[src/rtl/lbcs_pkg.sv]
package lbcs_pkg;

  // Field widths
  localparam int unsigned TIME_W    = 24;
  localparam int unsigned TICK_W    = 16;
  localparam int unsigned COUNT_W   = 8;
  localparam int unsigned ELAPSED_W = 25;

  localparam logic [ELAPSED_W-1:0] ELAPSED_MAX = '1;

  // Register reset values
  localparam logic [TIME_W-1:0]  ON_TIME_RST   = 24'd50000;
  localparam logic [TIME_W-1:0]  OFF_TIME_RST  = 24'd400000;
  localparam logic [TIME_W-1:0]  WAIT_TIME_RST = 24'd1000000;
  localparam logic [TICK_W-1:0]  TICK_RST      = 16'd1000;
  localparam logic [COUNT_W-1:0] COUNT_RST     = 8'd0;

  // Register indexes on the configuration port
  typedef enum logic [2:0] {
    REG_ON_TIME   = 3'd0,
    REG_OFF_TIME  = 3'd1,
    REG_WAIT_TIME = 3'd2,
    REG_TICK      = 3'd3,
    REG_MODE      = 3'd4,
    REG_COUNT     = 3'd5
  } reg_idx_t;

  typedef enum logic [1:0] {
    MODE_CAL   = 2'd0,
    MODE_CHAN  = 2'd1,
    MODE_ON    = 2'd2,
    MODE_OFF   = 2'd3
  } mode_t;

  typedef enum logic [1:0] {
    PH_WAIT_ON  = 2'd0,
    PH_WAIT_OFF = 2'd1,
    PH_ON       = 2'd2,
    PH_OFF      = 2'd3
  } phase_t;

  localparam mode_t MODE_RST = MODE_CHAN;

  typedef struct packed {
    logic [TIME_W-1:0]  on_time;
    logic [TIME_W-1:0]  off_time;
    logic [TIME_W-1:0]  wait_time;
    logic [TICK_W-1:0]  tick_period;
    mode_t              mode;
    logic [COUNT_W-1:0] blink_count;
  } cfg_t;

  typedef struct packed {
    phase_t               phase;
    logic [ELAPSED_W-1:0] elapsed;
    logic [COUNT_W-1:0]   blinks_done;
    logic                 led;
  } seq_state_t;

endpackage

[src/rtl/lbcs_cfg_regs.sv]
module lbcs_cfg_regs (
  input  logic              clk,
  input  logic              rst_n,
  input  logic              cfg_psel,
  input  logic              cfg_penable,
  input  logic              cfg_pwrite,
  input  logic [4:0]        cfg_paddr,
  input  logic [31:0]       cfg_pwdata,
  output logic [31:0]       cfg_prdata,
  output logic              cfg_pready,
  output lbcs_pkg::cfg_t    cfg
);
  import lbcs_pkg::*;

  cfg_t     cfg_r;
  cfg_t     cfg_nxt;
  reg_idx_t idx;
  logic     wr_en;

  assign cfg_pready = 1'b1;
  assign idx        = reg_idx_t'(cfg_paddr[4:2]);
  assign wr_en      = cfg_psel & cfg_penable & cfg_pwrite & cfg_pready;
  assign cfg        = cfg_r;

  // Register write decode; unused indexes are dropped
  always_comb begin
    cfg_nxt = cfg_r;
    if (wr_en) begin
      case (idx)
        REG_ON_TIME:   cfg_nxt.on_time     = cfg_pwdata[TIME_W-1:0];
        REG_OFF_TIME:  cfg_nxt.off_time    = cfg_pwdata[TIME_W-1:0];
        REG_WAIT_TIME: cfg_nxt.wait_time   = cfg_pwdata[TIME_W-1:0];
        REG_TICK:      cfg_nxt.tick_period = cfg_pwdata[TICK_W-1:0];
        REG_MODE:      cfg_nxt.mode        = mode_t'(cfg_pwdata[1:0]);
        REG_COUNT:     cfg_nxt.blink_count = cfg_pwdata[COUNT_W-1:0];
        default:       cfg_nxt = cfg_r;
      endcase
    end
  end

  always_ff @(posedge clk) begin
    if (!rst_n) begin
      cfg_r.on_time     <= ON_TIME_RST;
      cfg_r.off_time    <= OFF_TIME_RST;
      cfg_r.wait_time   <= WAIT_TIME_RST;
      cfg_r.tick_period <= TICK_RST;
      cfg_r.mode        <= MODE_RST;
      cfg_r.blink_count <= COUNT_RST;
    end else begin
      cfg_r <= cfg_nxt;
    end
  end

  // Read mux
  always_comb begin
    case (idx)
      REG_ON_TIME:   cfg_prdata = {{(32-TIME_W){1'b0}}, cfg_r.on_time};
      REG_OFF_TIME:  cfg_prdata = {{(32-TIME_W){1'b0}}, cfg_r.off_time};
      REG_WAIT_TIME: cfg_prdata = {{(32-TIME_W){1'b0}}, cfg_r.wait_time};
      REG_TICK:      cfg_prdata = {{(32-TICK_W){1'b0}}, cfg_r.tick_period};
      REG_MODE:      cfg_prdata = {30'd0, cfg_r.mode};
      REG_COUNT:     cfg_prdata = {{(32-COUNT_W){1'b0}}, cfg_r.blink_count};
      default:       cfg_prdata = 32'd0;
    endcase
  end

endmodule

[src/rtl/lbcs_step.sv]
module lbcs_step (
  input  lbcs_pkg::cfg_t       cfg,
  input  lbcs_pkg::seq_state_t st,
  input  logic                 restart,
  output lbcs_pkg::seq_state_t st_nxt
);
  import lbcs_pkg::*;

  phase_t               ph;
  logic [ELAPSED_W-1:0] el;
  logic [COUNT_W-1:0]   bd;
  logic [ELAPSED_W:0]   sum;
  logic [ELAPSED_W-1:0] el_mid;
  logic [ELAPSED_W-1:0] el_adv;
  logic                 on_hit;
  logic                 off_hit;
  logic                 wait_hit;
  logic                 timed;

  // Restart clears phase, timer and blink counter ahead of this tick
  assign ph = restart ? PH_WAIT_ON : st.phase;
  assign el = restart ? '0 : st.elapsed;
  assign bd = restart ? '0 : st.blinks_done;

  assign on_hit   = el >= {1'b0, cfg.on_time};
  assign off_hit  = el >= {1'b0, cfg.off_time};
  assign wait_hit = el >= {1'b0, cfg.wait_time};
  assign timed    = (cfg.mode == MODE_CAL) || (cfg.mode == MODE_CHAN);

  // Phase, timer and counter update
  always_comb begin
    st_nxt.phase       = ph;
    st_nxt.blinks_done = bd;
    el_mid             = el;
    case (cfg.mode)
      MODE_CHAN: begin
        case (ph)
          PH_WAIT_ON: if (wait_hit) begin
            st_nxt.phase       = PH_WAIT_OFF;
            st_nxt.blinks_done = '0;
            el_mid             = '0;
          end
          PH_WAIT_OFF: if (off_hit) begin
            st_nxt.phase       = (cfg.blink_count != '0) ? PH_ON : PH_WAIT_ON;
            st_nxt.blinks_done = '0;
            el_mid             = '0;
          end
          PH_ON: if (on_hit) begin
            st_nxt.phase       = PH_OFF;
            st_nxt.blinks_done = bd + COUNT_W'(1);
            el_mid             = '0;
          end
          default: if (off_hit) begin
            st_nxt.phase = (bd < cfg.blink_count) ? PH_ON : PH_WAIT_ON;
            el_mid       = '0;
          end
        endcase
      end
      MODE_CAL: begin
        case (ph)
          PH_OFF: if (on_hit) begin
            st_nxt.phase = PH_ON;
            el_mid       = '0;
          end
          PH_ON: if (on_hit) begin
            st_nxt.phase = PH_OFF;
            el_mid       = '0;
          end
          // a wait phase falls back to off
          default: st_nxt.phase = PH_OFF;
        endcase
      end
      default: st_nxt.phase = ph;
    endcase
  end

  // Saturating timer advance in the timed modes
  assign sum    = {1'b0, el_mid} + {{(ELAPSED_W+1-TICK_W){1'b0}}, cfg.tick_period};
  assign el_adv = sum[ELAPSED_W] ? ELAPSED_MAX : sum[ELAPSED_W-1:0];
  assign st_nxt.elapsed = timed ? el_adv : el;

  // LED level from the phase seen on this tick
  always_comb begin
    st_nxt.led = st.led;
    case (cfg.mode)
      MODE_CHAN: st_nxt.led = (ph == PH_WAIT_ON) || (ph == PH_ON);
      MODE_CAL: begin
        if (ph == PH_ON) begin
          st_nxt.led = 1'b1;
        end else if (ph == PH_OFF) begin
          st_nxt.led = 1'b0;
        end
      end
      MODE_ON:  st_nxt.led = 1'b1;
      default:  st_nxt.led = 1'b0;
    endcase
  end

endmodule

[src/rtl/led_blink_code_sequencer.sv]
// A result is valid in the cycle after its tick request is accepted.
// One tick is taken per cycle while out_tready is high; the single
// registered update of phase, timer and blink counter sets this rate.
// Reset (rst_n low, synchronous): registers take their default values,
// phase is wait on, timer and counter are zero, LED is dark, no result valid.
module led_blink_code_sequencer (
  input  logic        clk,
  input  logic        rst_n,
  // tick channel
  input  logic        in_tvalid,
  output logic        in_tready,
  input  logic [7:0]  in_tdata,   // [0] restart, [7:1] zero
  // LED level channel
  output logic        out_tvalid,
  input  logic        out_tready,
  output logic [7:0]  out_tdata,  // [0] led_on, [7:1] zero
  // configuration port
  input  logic        cfg_psel,
  input  logic        cfg_penable,
  input  logic        cfg_pwrite,
  input  logic [4:0]  cfg_paddr,
  input  logic [31:0] cfg_pwdata,
  output logic [31:0] cfg_prdata,
  output logic        cfg_pready
);
  import lbcs_pkg::*;

  cfg_t       cfg;
  seq_state_t st_r;
  seq_state_t st_nxt;
  seq_state_t step_out;
  logic       out_valid_r;
  logic       out_valid_nxt;
  logic       in_acc;

  lbcs_cfg_regs u_cfg (
    .clk         (clk),
    .rst_n       (rst_n),
    .cfg_psel    (cfg_psel),
    .cfg_penable (cfg_penable),
    .cfg_pwrite  (cfg_pwrite),
    .cfg_paddr   (cfg_paddr),
    .cfg_pwdata  (cfg_pwdata),
    .cfg_prdata  (cfg_prdata),
    .cfg_pready  (cfg_pready),
    .cfg         (cfg)
  );

  lbcs_step u_step (
    .cfg     (cfg),
    .st      (st_r),
    .restart (in_tdata[0]),
    .st_nxt  (step_out)
  );

  // Take a new request whenever the result slot is free or being drained
  assign in_tready = !out_valid_r || out_tready;
  assign in_acc    = in_tvalid && in_tready;

  assign st_nxt        = in_acc ? step_out : st_r;
  assign out_valid_nxt = in_acc || (out_valid_r && !out_tready);

  always_ff @(posedge clk) begin
    if (!rst_n) begin
      st_r.phase       <= PH_WAIT_ON;
      st_r.elapsed     <= '0;
      st_r.blinks_done <= '0;
      st_r.led         <= 1'b0;
      out_valid_r      <= 1'b0;
    end else begin
      st_r        <= st_nxt;
      out_valid_r <= out_valid_nxt;
    end
  end

  // The LED register doubles as the result payload
  assign out_tvalid = out_valid_r;
  assign out_tdata  = {7'd0, st_r.led};

  // A result appears only after a tick was taken
  a_valid_from_tick: assert property (@(posedge clk) disable iff (!rst_n)
    $rose(out_valid_r) |-> $past(in_acc))
    else $error("result valid without an accepted tick");

  // Constant-on mode always reports a lit LED
  a_const_on: assert property (@(posedge clk) disable iff (!rst_n)
    in_acc && cfg.mode == MODE_ON |=> out_tvalid && out_tdata[0])
    else $error("constant-on mode gave a dark LED");

  // Constant modes freeze timer and phase when no restart comes
  a_const_freeze: assert property (@(posedge clk) disable iff (!rst_n)
    in_acc && !in_tdata[0] && (cfg.mode == MODE_ON || cfg.mode == MODE_OFF)
    |=> $stable(st_r.elapsed) && $stable(st_r.phase))
    else $error("constant mode moved timer or phase");

  // A restart in channel mode lands in one of the wait phases
  a_restart_wait: assert property (@(posedge clk) disable iff (!rst_n)
    in_acc && in_tdata[0] && cfg.mode == MODE_CHAN
    |=> st_r.phase == PH_WAIT_ON || st_r.phase == PH_WAIT_OFF)
    else $error("restart did not return to a wait phase");

endmodule

[config.mk]
export PLATFORM = sky130hd
export DESIGN_NAME = led_blink_code_sequencer
export DESIGN_NICKNAME = d
export VERILOG_FILES = /design/src/rtl/lbcs_pkg.sv /design/src/rtl/lbcs_cfg_regs.sv /design/src/rtl/lbcs_step.sv /design/src/rtl/led_blink_code_sequencer.sv
export SDC_FILE = /design/constraint.sdc
export NUM_CORES = 1
export LEC_CHECK = 0
export ABC_AREA = 0
export BUFFER_PORTS_ARGS = -buffer_cell sky130_fd_sc_hd__buf_2
export CAP_MARGIN = 20
export CORE_ASPECT_RATIO = 1.2
export CORE_MARGIN = 10
export CORE_UTILIZATION = 50
export CTS_BUF_LIST = sky130_fd_sc_hd__clkbuf_4
export DETAILED_ROUTE_END_ITERATION = 16
export PLACE_DENSITY = 0.73
export SYNTH_ARGS = -nofsm -noshare
export SYNTH_HDL_FRONTEND = slang
export SYNTH_HIERARCHICAL = 1
export SYNTH_SLANG_ARGS = --single-unit
[constraint.sdc]
create_clock -name clk -period 12.2 [get_ports clk]
set_input_delay 0.61 -clock clk [delete_from_list [all_inputs] [get_ports clk]]
set_output_delay 0.61 -clock clk [all_outputs]
set_load 0.02 [all_outputs]
Yosys cells after proc, flatten, opt, wreduce, memory -nomap -nowiden:

Cells that the tools add are included.

* magnitude comparators: 4
* add/subtract/negate cells: 2
* equality and inequality tests: 11
* reductions and logical operators: 20
* multiplexer cells: 30
* bitwise operators: 2

Operators with widths (number)
* 2-to-1 mux 25 bit: 7
* case mux 24 bit (6 select lines): 1
* case mux 25 bit (2 select lines): 2
* >= comparator 25 x 24 -> 1 bit: 3
* 2-to-1 mux 8 bit: 5
* adder 25 x 16 -> 26 bit: 1
* case mux 8 bit (3 select lines): 1
* 2-to-1 mux 2 bit: 8
* AND reduction 2 bit: 7
* adder 8 x 1 -> 8 bit (second input constant): 1
* less-than comparator 8 bit: 1
* case mux 2 bit (2 select lines): 2
* nonzero test 8 bit: 1
* equality test 2 bit (second input constant): 3
* equality test 3 x 2 -> 1 bit (second input constant): 2
* equality test 3 bit (second input constant): 2
* case mux 2 bit (3 select lines): 1
* equality test 2 x 1 -> 1 bit (second input constant): 2
* zero test 2 bit: 2
* logical OR 1 bit: 4
* equality test 3 x 1 -> 1 bit (second input constant): 1
* zero test 3 bit: 1
* inequality test 3 bit (second input constant): 1
* case mux 1 bit (3 select lines): 1
* other kinds (5): 9

* output and inout bits: 43
* input port bits: 52
* word-level logic and storage cells: 80
* bits in registers: 135

Longest topological paths before layout:

Gate-level depths: netlist of the first run.

* depth in word-level cells: 8
* gate-level depth with buffers: 30
* depth with buffers taken out: 26

Modules after synthesis:

The synthesis of the first run kept the hierarchy.

Modules (own cells, without submodules)
* lbcs_cfg_regs: instances 1, sequential area each 1961.9 um^2, area each 4670.7 um^2, cells an instance 490
* lbcs_step: instances 1, sequential area each 0.0 um^2, area each 4204.0 um^2, cells an instance 605
* led_blink_code_sequencer: instances 1, sequential area each 740.7 um^2, area each 1581.5 um^2, cells an instance 170

Least setup slack after synthesis of the first run:

OpenSTA, ideal clock, no wires.

* kind: input port to flip-flop
* start: input port in_tdata[0]
* end: register st_r[25] in the netlist's numbering
* buffers on the path: 4
* library setup time: 0.118 ns
* stages on the path: 27
* arrival: 5.810 ns
* slack: 6.271 ns
* required time: 12.082 ns
* cells stage by stage: buf_6 > clkbuf_1 > nor2b_1 > ha_1 > a21oi_1 > nor2_1 > a211o_1 > a211o_1 > a211o_1 > buf_2 > and2_1 > o21ai_2 > nor2_2 > buf_4 > nor2_1 > ha_1 > a211o_1 > a2111oi_2 > o311ai_1 > a41oi_2 > nand2b_1 > a31oi_1 > o31ai_4 > nand2_1 > o31a_1 > nand2_1 > mux2i_1

RTL lines
* start, declared: RTL line led_blink_code_sequencer.sv:12 `input logic [7:0] in_tdata,`
* end signal, assigned: RTL line led_blink_code_sequencer.sv:71 `st_r <= st_nxt;`
* end, declared: RTL line led_blink_code_sequencer.sv:29 `seq_state_t st_r;`

==> impl_metrics.json, run 1 <==
{
  "synth_compound_area_frac": 0.154,
  "wire_per_inst_um": 17.8,
  "status": "complete, no violations",
  "cts_hold_buf": 0,
  "setup_viol": 0,
  "highest_layer": "met4",
  "fillCellCount": 1948,
  "die_w_um": 152,
  "tns_ns": 0,
  "ys.flop_type": "dfxtp_1",
  "grt_usage": 0.200,
  "post_cts_buffers": 0,
  "yosys.area_share.simple": 0.206,
  "yosys.area.top_type_share": 0.258,
  "route.met3.wl_um": 1530,
  "cp_max_fo": 32,
  "antenna_found_initial": 1,
  "maxCapViolCount": 0,
  "yosysUniqueCellTypes": 100,
  "ant_nets": 0,
  "clk_latency_ns": 0.58,
  "synthCells": 1265,
  "finalHoldViolCount": 0,
  "post_cts_resized": 0,
  "cpMostUsedCell": "nand2_1",
  "period_minus_slack_ns": 7.46,
  "die_area_sq_um": 27100,
  "synth_area_per_cell_sq_um": 8.27,
  "drive_gt1_frac": 0.113,
  "critPathLaunchType": "primary input",
  "final_nets": 1418,
  "final_cell_mix": "nand2_1, mux2i_1, dfxtp_1, inv_1, ha_1",
  "io_pins": 95,
  "slew_violations": 0,
  "via_per_inst": 5.83,
  "clk_pin_slew_ns": 0.14,
  "power_density_nw_per_um2": 84.1,
  "synth-edff-count": 0,
  "drtIter0Drc": 868,
  "synth-xor-area-share": 0.0184,
  "drc_errors": 0,
  "yosys_register_bits": 135,
  "die_h_um": 178,
  "layout_commonest_cell": "nand2_1",
  "cts.sinks": 135,
  "synthTopCellsByArea": "dfxtp_1, mux2i_1, ha_1, nand2_1, inv_1",
  "required_ns": 12.62,
  "num_vias": 9078,
  "p_leak_nw": 5.09,
  "critPathCaptureType": "flip-flop",
  "clockBufferDepth": 2,
  "async_flop_share": 0,
  "wirelength_met1_um": 12700,
  "h-tree-depth": 4,
  "cts_buffers": 17,
  "numPortBuffers": 61,
  "yosys_warnings": 6,
  "cts_tree": "built",
  "tightest_slew_ns": 1.01,
  "cp_slowest_stage_delay_ns": 0.69,
  "area_growth_pct": 4.75,
  "grt_pass1_wl_um": 45100,
  "grt_overflow": 0,
  "cp.arrival_ns": 7.88,
  "ys_seq_area_frac": 0.258,
  "crit_type": "in2reg",
  "fmax_mhz": 134,
  "clockRootBuffer": "clkbuf_4",
  "synth.mux.area_fraction": 0.159,
  "p_total_mw": 0.921,
  "dpl.hpwl_um": 20000,
  "vdd_drop_max_v": 0.0000775,
  "slowest_stage": "nor2_2",
  "whs_ns": 0.275,
  "grt_max_degree": 100,
  "layout.cells.non_filler": 1556,
  "synthAdderAreaFrac": 0.110,
  "finish.utilization": 0.537,
  "grt_pass1_vias": 8778,
  "rsz0062_at_grt": "no",
  "synth_area_leader_cell": "dfxtp_1",
  "synth_top_family_by_area": "simple AND/OR/NAND/NOR gates",
  "finalClockSkew_ns": 0.0485,
  "synth_area_sq_um": 10500,
  "dp_cells": 1523,
  "hold_path_class": "in2reg",
  "drt-total-wl_um": 27700,
  "place_congestion": 0.948,
  "coreArea_sq_um": 20400,
  "rows": 57,
  "fin_crit_sh": 0.612,
  "route.met2.wl_um": 12800,
  "first_pass_iters": 6,
  "slew_headroom": 0.311,
  "initial_core_util": 0.513
}
==> cells in the mapped netlist, drive strengths merged, types with 5 or more instances <==
cell and count:
mux4 8, nand3 31, nor3 16, o221ai 10, o31a 5, nand2 207, nand4 17, a21o 13
o21ai 26, nor4 6, xor2 6, buf 51, o21a 15, a21oi 38, mux2i 146, a2bb2oi 9
a22oi 12, xnor2 16, a31oi 9, nand2b 14, ha 88, and2 7, dfxtp 135, nor2b 36
clkbuf 36, o211ai 11, inv 111, nor2 90, a211oi 8, o31ai 5, a211o 6
==> worst max-delay path, delay by kind of cell <==
kind,cells,cell delay [ns]
AOI/OAI and AO/OA,11,3.18
and+or+nand+nor,7,1.89
buffers and inverters,3,1.06
adders and majority gates,3,1.02
muxes,1,0.08
==> where the power goes <==
group          internal [mW]  total, mW  switching, mW
Combinational         0.0535      0.146         0.0927
Sequential             0.448      0.453        0.00511
Clock                  0.129      0.322          0.193
==> logic make-up after synthesis <==
logic type / after synthesis
buffers and inverters: 199
other: 3
AND/OR/NAND/NOR: 447
adder cells (fa/ha/maj): 92
flip-flops: 135
multiplexers: 156
AO/OA/AOI/OAI: 211
XOR/XNOR: 22
==> path summary, 6_finish.rpt <==
check	start	to	slack (ns)	cells past startpoint
hold / removal	cfg_pwdata[0]	u_cfg/cfg[8]	0.27	2
hold reg to reg	st_r[32]	st_r[32]	0.46	2
setup / recovery	in_tdata[0]	st_r[25]	4.74	25
setup reg to reg	st_r[27]	st_r[25]	5.12	23
==> routing by layer <==
metal	track usage	vias up
met3	0.0313	63
met5	0	-
met4	0.0831	0
met1	0.260	4312
li1	-	4400
met2	0.325	303
==> sequential cells by signal (all words and copies together) (netlist names) <==
name	cells
u_cfg/cfg	98
out_tdata	1
st_r	35
out_tvalid	1
==> final cells by class <==
type | instances | area, sq um | area share
diodes | 1 | 2.50 | 0.000228
clock buffers | 18 | 135 | 0.0123
clock inverters | 14 | 164 | 0.0150
inverters | 112 | 420 | 0.0384
multi-input cells | 944 | 6840 | 0.625
flip-flops and latches | 135 | 2700 | 0.247
well taps | 265 | 332 | 0.0303
repair buffers | 67 | 357 | 0.0326
==> through the flow <==
step / cell area (sq um) / setup slack [ns]
floorplan: 10500 / 6.27
global placement: 10700 / 4.27
detailed placement: 10700 / 4.23
CTS: 11000 / 4.81
global route: 11000 / 4.44
finish: 11000 / 4.74
No activity file was read; power rests on OpenSTA's default activity.
==> inputs of run 2 (changes only) <==
--- a/config.mk
+++ b/config.mk
@@ -13,7 +13,7 @@
 export CORE_UTILIZATION = 50
 export CTS_BUF_LIST = sky130_fd_sc_hd__clkbuf_4
 export DETAILED_ROUTE_END_ITERATION = 16
-export PLACE_DENSITY = 0.73
+export PLACE_DENSITY = 0.76
 export SYNTH_ARGS = -nofsm -noshare
 export SYNTH_HDL_FRONTEND = slang
 export SYNTH_HIERARCHICAL = 1
==> constraint.sdc (replaced) <==
create_clock -name clk -period 6.7 [get_ports clk]
set_input_delay 0.335 -clock clk [delete_from_list [all_inputs] [get_ports clk]]
set_output_delay 0.335 -clock clk [all_outputs]
set_load 0.02 [all_outputs]
==> run 2 against run 1 <==
- critical path depth fell by 2
- flip-flop and latch count did not move
- cell count rose by 2.1%
- via count grew 1.3%
- non-clock buffer count up 33
- combinational power increased by 89%
==> impl_metrics.json, run 2 (synthesis results as in run 1) <==
{
  "status": "complete, no violations",
  "cp_num_cells": 23,
  "grt_max_degree": 105,
  "rrSetupSlack_ns": 0.83,
  "num_vias": 9196,
  "rows": 57,
  "crit_type": "reg2reg",
  "maxCapViolCount": 0,
  "coreArea_sq_um": 20400,
  "finalClockSkew_ns": 0.0327,
  "drive_gt1_frac": 0.125,
  "cts.sinks": 135,
  "final_cell_mix": "nand2_1, mux2i_1, dfxtp_1, inv_1, ha_1",
  "grt_usage": 0.196,
  "finish.utilization": 0.551,
  "wire_per_inst_um": 17.5,
  "first_pass_iters": 5,
  "grt_pass1_wl_um": 44400,
  "fmax_mhz": 170,
  "cts_hold_buf": 14,
  "die_h_um": 178,
  "clockRootBuffer": "clkbuf_4",
  "critPathLaunchType": "flip-flop",
  "slowest_stage": "a2111oi_2",
  "tns_ns": 0,
  "final_area_sq_um": 11200,
  "ant_nets": 0,
  "clk_pin_slew_ns": 0.14,
  "area_growth_pct": 7.50,
  "grt_overflow": 0,
  "r2r-start": "st_r[30]",
  "dpl.hpwl_um": 20400,
  "cts_tree": "built",
  "worstPathCellList": "nor2b_1 -> ha_1 -> nand4_1 -> nor2_1 -> a211o_1 -> a211o_1 -> a211o_1 -> and2_1 -> o21ai_2 -> nor2_2 -> nor2_1 -> ha_1 -> a211o_1 -> a2111oi_2 -> o311ai_1 -> a41oi_2 -> nand2b_1 -> a31oi_1 -> o31ai_4 -> nand2_1 -> o31a_1 -> nand2_1 -> mux2i_1",
  "numPortBuffers": 61,
  "io_pins": 95,
  "hold_path_class": "in2reg",
  "final_nets": 1451,
  "setup_viol": 0,
  "reg2reg_to": "st_r[25]",
  "fin_crit_sh": 0.876,
  "startpoint": "st_r[30]",
  "via_per_inst": 5.79,
  "vdd_drop_max_v": 0.000123,
  "critPathCaptureType": "flip-flop",
  "largest_reg_flops": 98,
  "cp.arrival_ns": 6.31,
  "pre_cts_slack_ns": 0.588,
  "post_cts_buffers": 0,
  "die_area_sq_um": 27100,
  "cts_buffers": 17,
  "crit_family": "compound AO/OA/AOI/OAI gates",
  "antenna_found_initial": 1,
  "drt-total-wl_um": 27900,
  "clk_latency_ns": 0.58,
  "layout_commonest_cell": "nand2_1",
  "grt_pass1_vias": 8681,
  "worst_slack_ns": 0.829,
  "required_ns": 7.14,
  "rsz0062_at_grt": "no",
  "finalHoldViolCount": 0,
  "h-tree-depth": 4,
  "initial_core_util": 0.513,
  "post_cts_resized": 0,
  "slew_violations": 0,
  "whs_ns": 0.0475,
  "path_buf_inv": 0,
  "place_congestion": 0.888,
  "fillCellCount": 1881,
  "slew_headroom": 0.298,
  "drc_errors": 0,
  "cpMostUsedCell": "a211o_1",
  "drtIter0Drc": 804,
  "clockBufferDepth": 2,
  "tightest_slew_ns": 1.05,
  "crit_path_end": "st_r[25]",
  "p_leak_nw": 5.25,
  "cp_max_fo": 7,
  "place_area_sq_um": 10800,
  "period_minus_slack_ns": 5.87,
  "power_density_nw_per_um2": 149,
  "cp_slowest_stage_delay_ns": 0.48,
  "r2r_cells": 23,
  "die_w_um": 152
}
## run 2: cell count changes in the layout (fill, tap and decap cells not counted)
cell / change
bufinv_16: -1
buf_12: +1
clkinvlp_4: -1
inv_8: +2
dlygate4sd3_1: +14
clkinv_8: +1
inv_6: -1
buf_4: +18
## run 2: worst min-delay path by stage
stage,start,to,cells after the start
global route,cfg_pwdata[8],u_cfg/cfg[58],3
finish,cfg_pwdata[8],u_cfg/cfg[58],3
CTS,cfg_pwdata[8],u_cfg/cfg[58],3
floorplan,st_r[21],st_r[21],2
global placement,st_r[14],st_r[14],2
detailed placement,st_r[21],st_r[21],2
## run 2: stage by stage
stage	instances	power, mW
floorplan	1278	1.05
finish	1589	1.67
global placement	1542	1.10
global route	1589	1.74
CTS	1588	1.68
detailed placement	1542	1.11
## run 2: worst reg2reg max path: cells and delay by family, from the launching register on
kind,cells,cell delay [ns]
AO/OA/AOI/OAI,11,2.98
flip-flops,1,0.43
multiplexers,1,0.08
AND/OR/NAND/NOR,9,1.63
adder cells (fa/ha/maj),2,0.64
## run 2: area by class of cell
cell class,count,area [sq um],share of cell area
flip-flops and latches,135,2700,0.240
clock buffers,18,135,0.0120
multi-input cells,944,6840,0.609
repair buffers,100,652,0.0580
well taps,265,332,0.0295
inverters,112,420,0.0374
diodes,1,2.50,0.000223
clock inverters,14,156,0.0139
## run 2: per-layer routing
layer	up-vias	global-route usage	wire length [um]
li1	4476	-	-
met1	4405	0.246	12600
met2	277	0.336	13400
met3	38	0.0277	1340
met4	0	0.0743	521
met5	-	0	0
## run 2: power by group
group	switching, mW	internal [mW]	total (mW)
clock	0.368	0.204	0.572
combinational	0.170	0.106	0.276
sequential	0.00927	0.815	0.825
==> inputs of run 3 (changes only) <==
--- a/config.mk
+++ b/config.mk
@@ -6,7 +6,7 @@
 export NUM_CORES = 1
 export LEC_CHECK = 0
 export ABC_AREA = 0
-export BUFFER_PORTS_ARGS = -buffer_cell sky130_fd_sc_hd__buf_2
+export BUFFER_PORTS_ARGS = -buffer_cell sky130_fd_sc_hd__buf_4
 export CAP_MARGIN = 20
 export CORE_ASPECT_RATIO = 1.2
 export CORE_MARGIN = 10
==> run 3 against run 2 <==
- maximum frequency is 1.1% lower
- critical path depth rose by 1
- global-route usage up 0.71 points
- highest routed layer unchanged
- cell count rose by 0.82%
- first-iteration DRC count is 1.2% higher
- flip-flop and latch count unchanged
- routed wire length grew 1.6%
- clock power fell by 3%
- non-clock buffer count grew 13
==> impl_metrics.json, run 3 (synthesis results as in run 1) <==
{
  "critPathCaptureType": "flip-flop",
  "worst_slack_ns": 0.762,
  "power_density_nw_per_um2": 145,
  "netSwitchingFraction": 0.339,
  "grt_overflow": 0,
  "switching_power_mw": 0.567,
  "rsz0062_at_grt": "no",
  "largest_reg_flops": 98,
  "clk_latency_ns": 0.61,
  "finalHoldViolCount": 0,
  "rrSetupSlack_ns": 0.76,
  "place_congestion": 0.882,
  "die_area_sq_um": 27100,
  "pre_cts_slack_ns": 0.660,
  "clk_pin_slew_ns": 0.16,
  "slowest_stage": "nor2b_1",
  "p_clk_frac": 0.332,
  "setup_viol": 0,
  "worstPathCellList": "nor2b_1 -> ha_1 -> nand4_1 -> nor3_4 -> nand3_2 -> a211oi_4 -> nor2_1 -> o2111a_1 -> nor2_2 -> buf_4 -> nor2b_1 -> ha_1 -> o21a_1 -> o21ai_0 -> o311ai_1 -> a41oi_2 -> nand2b_1 -> a31oi_1 -> buf_4 -> o31ai_4 -> buf_12 -> a22oi_1 -> nand2_1 -> mux2i_1",
  "status": "complete, no violations",
  "io_pins": 95,
  "p_int_mw": 1.10,
  "num_vias": 9324,
  "final_cell_mix": "nand2_1, mux2i_1, dfxtp_1, inv_1, buf_4",
  "period_minus_slack_ns": 5.94,
  "place_area_sq_um": 11100,
  "dpl.hpwl_um": 20800,
  "drive_gt1_frac": 0.132,
  "grt_pass1_wl_um": 46200,
  "required_ns": 7.22,
  "crit_type": "reg2reg",
  "coreArea_sq_um": 20400,
  "h-tree-depth": 4,
  "clockBufferDepth": 2,
  "area_growth_pct": 9.86,
  "clockRootBuffer": "clkbuf_4",
  "grt_usage": 0.204,
  "cts_hold_buf": 15,
  "die_w_um": 152,
  "via_per_inst": 5.82,
  "finalClockSkew_ns": 0.0381,
  "cts_buffers": 17,
  "antenna_found_initial": 1,
  "final_area_sq_um": 11500,
  "critPathLaunchType": "flip-flop",
  "cp_max_fo": 13,
  "tightest_slew_ns": 1.04,
  "drt-total-wl_um": 28300,
  "drtIter0Drc": 814,
  "vdd_drop_max_v": 0.000142,
  "whs_ns": 0.0289,
  "slew_headroom": 0.304,
  "wire_per_inst_um": 17.7,
  "ant_nets": 0,
  "final_nets": 1464,
  "first_pass_iters": 5,
  "cts_tree": "built",
  "initial_core_util": 0.513,
  "hold_path_class": "in2reg",
  "rows": 57,
  "drc_errors": 0,
  "layout_commonest_cell": "nand2_1",
  "grt_max_degree": 101,
  "die_h_um": 178,
  "fin_crit_sh": 0.886,
  "grt_pass1_vias": 9220,
  "finish.utilization": 0.563,
  "cp_slowest_stage_delay_ns": 0.63,
  "post_cts_resized": 0,
  "slew_violations": 0,
  "seqPwrFrac": 0.494,
  "power.share.combinational": 0.174,
  "numPortBuffers": 61,
  "cp.arrival_ns": 6.45,
  "fmax_mhz": 168,
  "p_leak_nw": 5.35,
  "post_cts_buffers": 0,
  "tns_ns": 0,
  "maxCapViolCount": 0,
  "cts.sinks": 135
}
run 3: changes by cell type in the layout (fill, tap and decap cells not counted):
cell,change
clkinv_1,+1
buf_2,-60
inv_6,+1
bufinv_16,-1
clkinvlp_4,-1
buf_12,+1
clkbuf_4,-1
clkinv_4,-2
buf_4,+71
dlygate4sd3_1,+1
inv_8,+3
run 3: metal layers:
metal  global-route usage  wire, um
met1                0.251     12400
met2                0.351     13400
met4               0.0815       789
met3               0.0289      1660
met5                    0         0
run 3: path summary, 6_finish.rpt:
check	endpoint	startpoint	depth (start not counted)
max	st_r[22]	st_r[26]	24
min	u_cfg/cfg[97]	cfg_pwdata[23]	3
max reg2reg	st_r[22]	st_r[26]	24
min reg2reg	st_r[7]	st_r[7]	2
run 3: stage by stage:
step           cells  power (mW)
2_1_floorplan   1278        1.05
3_3_place_gp    1554        1.12
3_5_place_dp    1554        1.12
4_1_cts         1601        1.68
5_1_grt         1602        1.74
6_report        1602        1.67
run 3: cell type report:
type                    count  area (sq um)
fillers                  1892          8910
multi-input cells         944          6840
flip-flops and latches    135          2700
repair buffers            113           915
inverters                 112           420
well taps                 265           332
clock inverters            15           148
clock buffers              17           128
diodes                      1          2.50
run 3: critical path, delay by kind of cell (launching register included):
family / cells / cell delay, ns
buffers and inverters: 3 / 0.58
adder cells (fa/ha/maj): 2 / 0.51
multiplexers: 1 / 0.17
AO/OA/AOI/OAI: 9 / 2.21
flip-flops: 1 / 0.38
AND/OR/NAND/NOR: 9 / 2.03
run 3: power by group through the flow:
stage	Sequential [mW]	Combinational, mW	Clock [mW]
6_report	0.824	0.291	0.555
4_1_cts	0.824	0.287	0.564
3_5_place_dp	0.842	0.279	0
3_3_place_gp	0.841	0.275	0
2_1_floorplan	0.839	0.215	0
5_1_grt	0.827	0.318	0.592
